$ cat src/design/dpm_pkg.sv
// constants, tables and types of the point to mercator projector
package dpm_pkg;

  localparam int COORD_BITS    = 32;
  localparam int OUT_FRAC_BITS = 12;
  localparam int CORDIC_STEPS  = 24;
  localparam int GUARD_BITS    = 16;
  localparam int ANG_FRAC      = 40;
  localparam int SER_FRAC      = 60;
  localparam int TAB_LEN       = 41;
  localparam int N_STEPS       = (CORDIC_STEPS < TAB_LEN - 1) ? CORDIC_STEPS : TAB_LEN - 1;
  localparam int STEP_W        = $clog2(TAB_LEN);
  localparam int SUM_W         = ((COORD_BITS > 32) ? COORD_BITS : 32) + 1;
  localparam int PROD_SHIFT    = GUARD_BITS + ANG_FRAC - OUT_FRAC_BITS;
  localparam int OUT_W         = 48;
  localparam int K_W           = 6;
  localparam int K_MAX         = 62;
  localparam int SH_W          = 7;
  localparam logic [63:0] OUT_MAX = 64'h0000_7FFF_FFFF_FFFF;

  // hyperbolic steps that run twice, where the step count reaches them
  localparam int HREP_A = 4;
  localparam int HREP_B = 13;
  localparam int HREP_C = 40;

  typedef logic [63:0] tab_t [TAB_LEN];

  typedef struct packed {
    logic             start;
    logic [63:0]      a;
    logic [63:0]      b;
    logic [SH_W-1:0]  shift;
  } mul_req_t;

  typedef struct packed {
    logic        done;
    logic [63:0] result;
  } mul_rsp_t;

  // restoring division for the elaboration-time series
  function automatic logic [63:0] cdiv(input logic [63:0] num, input logic [63:0] den);
    logic [63:0] q;
    logic [64:0] rem;
    q   = '0;
    rem = '0;
    for (int j = 63; j >= 0; j--) begin
      rem = {rem[63:0], num[j]};
      if (rem >= {1'b0, den}) begin
        rem  = rem - {1'b0, den};
        q[j] = 1'b1;
      end
    end
    return q;
  endfunction

  // atan(1/n) or atanh(1/n) scaled by 2^SER_FRAC, elaboration only
  function automatic logic [63:0] series(input logic [63:0] n, input bit alt);
    logic [63:0] p;
    logic [63:0] acc;
    logic [63:0] t;
    logic [63:0] k;
    bit          neg;
    p   = cdiv(64'd1 << SER_FRAC, n);
    acc = '0;
    k   = 64'd1;
    neg = 1'b0;
    for (int j = 0; j < 64; j++) begin
      if (p != 0) begin
        t = cdiv(p, k);
        if (alt && neg) acc = acc - t;
        else acc = acc + t;
        neg = !neg;
        p   = cdiv(cdiv(p, n), n);
        k   = k + 64'd2;
      end
    end
    return acc;
  endfunction

  function automatic logic [63:0] to_q(input logic [63:0] v);
    return (v + (64'd1 << (SER_FRAC - ANG_FRAC - 1))) >> (SER_FRAC - ANG_FRAC);
  endfunction

  function automatic logic [63:0] mulsh_c(input logic [63:0] a, input logic [63:0] b,
                                          input int s);
    logic [127:0] pr;
    pr = {64'd0, a} * {64'd0, b};
    pr = pr >> s;
    return (pr[127:64] != 0) ? '1 : pr[63:0];
  endfunction

  function automatic tab_t gen_atan();
    tab_t t;
    for (int i = 0; i < TAB_LEN; i++) begin
      if (i == 0) t[i] = to_q(series(64'd2, 1'b1) + series(64'd3, 1'b1));
      else t[i] = to_q(series(64'd1 << i, 1'b1));
    end
    return t;
  endfunction

  function automatic tab_t gen_atanh();
    tab_t t;
    for (int i = 0; i < TAB_LEN; i++) begin
      if (i == 0) t[i] = '0;
      else t[i] = to_q(series(64'd1 << i, 1'b0));
    end
    return t;
  endfunction

  // reciprocal cordic gain, 62 fraction bits
  function automatic logic [63:0] gen_inv_gain();
    logic [63:0] k2;
    logic [63:0] y;
    logic [63:0] t;
    k2 = 64'd1 << 62;
    for (int i = 1; i < N_STEPS; i++) begin
      if (2 * i < 64) k2 = k2 + (k2 >> (2 * i));
    end
    y = 64'd5 << 59;
    for (int i = 0; i < 8; i++) begin
      t = mulsh_c(k2, mulsh_c(y, y, 62), 61);
      y = mulsh_c(y, (64'd3 << 62) - t, 63);
    end
    return y;
  endfunction

  localparam logic [63:0] QUART_SER = series(64'd2, 1'b1) + series(64'd3, 1'b1);
  localparam logic [63:0] PI_Q      = to_q(QUART_SER * 4);
  localparam logic [63:0] HALF_PI_Q = to_q(QUART_SER * 2);
  localparam logic [63:0] LN2_Q     = to_q(2 * series(64'd3, 1'b0));
  localparam logic [63:0] INV_GAIN  = gen_inv_gain();
  localparam tab_t        ATAN_TAB  = gen_atan();
  localparam tab_t        ATANH_TAB = gen_atanh();

endpackage

$ cat src/design/dpm_mul.sv
// serial 64x64 multiplier, 16 bits of b per cycle, shifted and saturated result
module dpm_mul import dpm_pkg::*; (
  input  logic     clk_i,
  input  logic     rst_ni,
  input  mul_req_t req_i,
  output mul_rsp_t rsp_o
);

  localparam int CHUNK_W = 16;
  localparam int CHUNKS  = 64 / CHUNK_W;
  localparam int CNT_W   = $clog2(CHUNKS);

  logic [63:0]      a_q;
  logic [63:0]      b_q;
  logic [SH_W-1:0]  sh_q;
  logic [127:0]     acc_q;
  logic [CNT_W-1:0] cnt_q;
  logic             busy_q;
  logic             fin_q;
  logic             done_q;
  logic [63:0]      res_q;

  logic [63+CHUNK_W:0] part;
  logic [127:0]        shifted;

  assign part    = a_q * b_q[CHUNK_W-1:0];
  assign shifted = acc_q >> sh_q;

  always_ff @(posedge clk_i or negedge rst_ni) begin
    if (!rst_ni) begin
      busy_q <= 1'b0;
      fin_q  <= 1'b0;
      done_q <= 1'b0;
      cnt_q  <= '0;
    end else begin
      done_q <= 1'b0;
      if (req_i.start) begin
        a_q    <= req_i.a;
        b_q    <= req_i.b;
        sh_q   <= req_i.shift;
        acc_q  <= '0;
        cnt_q  <= '0;
        busy_q <= 1'b1;
      end else if (busy_q) begin
        acc_q <= acc_q + (128'(part) << (CHUNK_W * cnt_q));
        b_q   <= b_q >> CHUNK_W;
        cnt_q <= cnt_q + 1'b1;
        if (cnt_q == CNT_W'(CHUNKS - 1)) begin
          busy_q <= 1'b0;
          fin_q  <= 1'b1;
        end
      end else if (fin_q) begin
        res_q  <= (shifted[127:64] != 0) ? '1 : shifted[63:0];
        done_q <= 1'b1;
        fin_q  <= 1'b0;
      end
    end
  end

  assign rsp_o = '{done: done_q, result: res_q};

endmodule

$ cat config.mk
export PLATFORM = sky130hd
export DESIGN_NAME = dpm_mul
export DESIGN_NICKNAME = d
export VERILOG_FILES = /design/src/design/dpm_pkg.sv /design/src/design/dpm_mul.sv
export SDC_FILE = /design/constraint.sdc
export NUM_CORES = 2
export LEC_CHECK = 0
export BUFFER_PORTS_ARGS = -buffer_cell sky130_fd_sc_hd__buf_2
export CORE_UTILIZATION = 60
export CTS_BUF_LIST = sky130_fd_sc_hd__clkbuf_2 sky130_fd_sc_hd__clkbuf_4 sky130_fd_sc_hd__clkbuf_8
export CTS_CLUSTER_DIAMETER = 150
export DETAILED_ROUTE_END_ITERATION = 16
export PLACE_DENSITY = 0.88
export SLEW_MARGIN = 20
export SYNTH_ARGS = -nofsm -noshare
export SYNTH_HDL_FRONTEND = slang
export SYNTH_SLANG_ARGS = --single-unit
$ cat constraint.sdc
create_clock -name clk_i -period 14.25 [get_ports clk_i]
set_input_delay 0 -clock clk_i [delete_from_list [all_inputs] [get_ports clk_i]]
set_output_delay 0 -clock clk_i [all_outputs]
set_load 0.02 [all_outputs]
==> results.yml <==
yosys:
  synthCells: 7366
  syn_area_mm2: 0.0641
  synth.distinct_cells: 91
  synth_nets: 8651
  ys.flop_type: "edfxtp_1"
  ys_seq_area_frac: 0.155
  syn-mean-instance-area_um2: 8.70
  yosysWarnings: 0
  async_flop_share: 0.0151
  ys_seq_elements: 332
  synth_edf_count: 327
clock_tree:
  post_cts_buffers: 0
  h-tree-depth: 3
  clk_latency_ns: 0.79
  clockBufferDepth: 3
  root_buffer: "clkbuf_8"
  ctsHoldBuffers: 215
  clk_pin_slew_ns: 0.08
  cts.sinks: 332
  cts_tree: "built"
  cts_resized: 0
  cts_buffers: 67
detailed_routing:
  vias: 57000
  drt_wl_total_mm: 213
  drc: 4
  routedWlPerCell_um: 24.1
  firstDrtPassIters: 14
  antenna_left: 0
  dr.first_iter.drc_count: 6908
  vias_per_cell: 6.44
timing:
  period_needed_ns: 12.95
  setup_slack_ns: 1.30
  hold_slack_ns: 0.0381
  fin_crit_sh: 0.909
  setup_viol: 0
  relSlewSlack: 0.307
  tns_ns: 0
  max_freq_ghz: 0.0772
  final_hold_viol_count: 0
  worstMarginPinSlew_ns: 1.04
  rsz0062_at_grt: "false"
  skew_ns: 0.0614
  maxSlewViolCount: 0
global_route:
  antenna_found_initial: 5
  track_usage: 0.400
  grt-ovfl-total: 0
  met3_usage: 0.113
  grt_max_degree: 115
  grt_pass1_wl_mm: 332
  use_met1: 0.517
  gr-usage-met2: 0.615
  grt.busiest_layer: "met2"
  grt_pass1_vias: 58000
critical_path:
  r2r_setup_slack_ns: 1.30
  worstPathMaxFanout: 22
  cp_top_family: "adder cells"
  slowest_stage: "edfxtp_1"
  critical-path-max-stage-delay_ns: 1.03
  startpoint_type: "register"
  arrival_ns: 13.44
  critPathCaptureType: "register"
  critPathBufInv: 7
  path_class: "register to register"
  required_ns: 14.75
floorplanning:
  fp.dieW_um: 329
  row_count: 119
  ioPinCount: 203
  initial_core_util: 0.607
  dieArea_mm2: 0.108
  core-area_mm2: 0.106
  die-height_um: 329
layout:
  area_growth_pct: 7.51
  finalNonFillerCells: 8852
  nNetsFinal: 8693
  drive_above_1_share: 0.0920
run:
  maxCapViolations: 0
outcome:
  failed_checks: "design-rule violations"
  outcome: "finished with violations"
placed_design:
  gp_congestion: 1.04
  pre_cts_ws_ns: 1.99
  dp_hpwl_mm: 160
  dp.cells: 8513
  io_buffers: 202
hold_path:
  min_path_type: "primary input to asynchronous set/reset pin"
cell usage after synthesis, types with 44 or more instances:
library cell | count | area share
mux2i_1 | 285 | 0.045
buf_1 | 49 | 0.0029
a21oi_1 | 432 | 0.034
nand4_1 | 107 | 0.010
o21ai_0 | 245 | 0.019
and2_1 | 390 | 0.038
nand2_1 | 1248 | 0.073
buf_2 | 44 | 0.0034
o21bai_1 | 57 | 0.0067
clkbuf_1 | 410 | 0.024
a21o_1 | 115 | 0.013
xnor2_1 | 125 | 0.017
mux4_2 | 137 | 0.048
xor2_1 | 73 | 0.010
ha_1 | 280 | 0.055
fa_1 | 867 | 0.27
inv_1 | 977 | 0.057
nor2_1 | 420 | 0.025
edfxtp_1 | 327 | 0.15
mux2_2 | 106 | 0.019
nor3_1 | 47 | 0.0037
nand3_1 | 59 | 0.0046
layout make-up:
type	count	area (µm²)
inverter	980	3680
clock buffer	82	1040
sequential	332	9950
fill	8211	36700
tap	1391	1740
multi-input combinational	5537	48400
timing repair buffer	490	3790
clock inverter	36	282
antenna	4	10.0
worst reg2reg max path: cells and delay by family (launching register included):
kind,cells,cell delay (ns)
AND/OR/NAND/NOR,11,2.76
multiplexers,1,0.16
flip-flops,1,1.03
buffers and inverters,7,0.84
XOR/XNOR,2,0.70
adder cells (fa/ha/maj),8,4.05
AO/OA/AOI/OAI,10,3.11
state kept, by name, summed over array words and instances, names as in the netlist:
name    count
acc_q     128
a_q        64
b_q        64
res_q      64
sh_q        7
cnt_q       2
busy_q      1
done_q      1
fin_q       1
cell usage in the layout, fill, tap and decap left out, types with 43 or more instances in the layout:
cell type / n
o21bai_1: 57
ha_1: 280
dlygate4sd3_1: 215
mux2_2: 106
o21a_1: 43
and2_1: 389
buf_4: 68
nand3_1: 59
inv_1: 973
mux2i_1: 285
xnor2_1: 125
fa_1: 867
nor3_1: 47
clkbuf_8: 68
o21ai_0: 245
nand2_1: 1247
nand4_1: 107
xor2_1: 73
mux4_2: 137
a21o_1: 115
buf_2: 200
a21oi_1: 432
nor2_1: 418
edfxtp_1: 327
metrics by stage:
stage / instance area (µm²) / utilization
after global routing: 68900 / 0.653
after floorplan: 64100 / -
after CTS: 68800 / 0.652
after global placement: 65400 / 0.619
final: 68900 / 0.653
after detailed placement: 65400 / 0.619
path summary, 6_finish.rpt:
check / startpoint / to / depth (start not counted)
min reg2reg: b_q[21]$_DFFE_PP_ / b_q[5]$_DFFE_PP_ / 1
max in group asynchronous: rst_ni / busy_q$_DFF_PN0_ / 3
min: rst_ni / done_q$_DFF_PN0_ / 3
min in group clk_i: req_i[22] / b_q[15]$_DFFE_PP_ / 3
max reg2reg: b_q[1]$_DFFE_PP_ / acc_q[120]$_SDFFCE_PP0P_ / 39
max: b_q[1]$_DFFE_PP_ / acc_q[120]$_SDFFCE_PP0P_ / 39
cell families after synthesis:
group,count (synthesis),synth area share
adder cells (fa/ha/maj),1147,0.325
XOR/XNOR,198,0.0271
flip-flops,332,0.155
buffers and inverters,1497,0.0901
AO/OA/AOI/OAI,1220,0.117
AND/OR/NAND/NOR,2439,0.173
multiplexers,533,0.112
layer usage:
metal,part of all wire,vias up
met5,0.00013,-
met4,0.060,4
met3,0.12,959
met2,0.45,3999
met1,0.37,27700
li1,-,24300
Power is left out: the tool's default activity adds up to more than one toggle a clock period on the data nets, which glitch-free logic cannot reach.
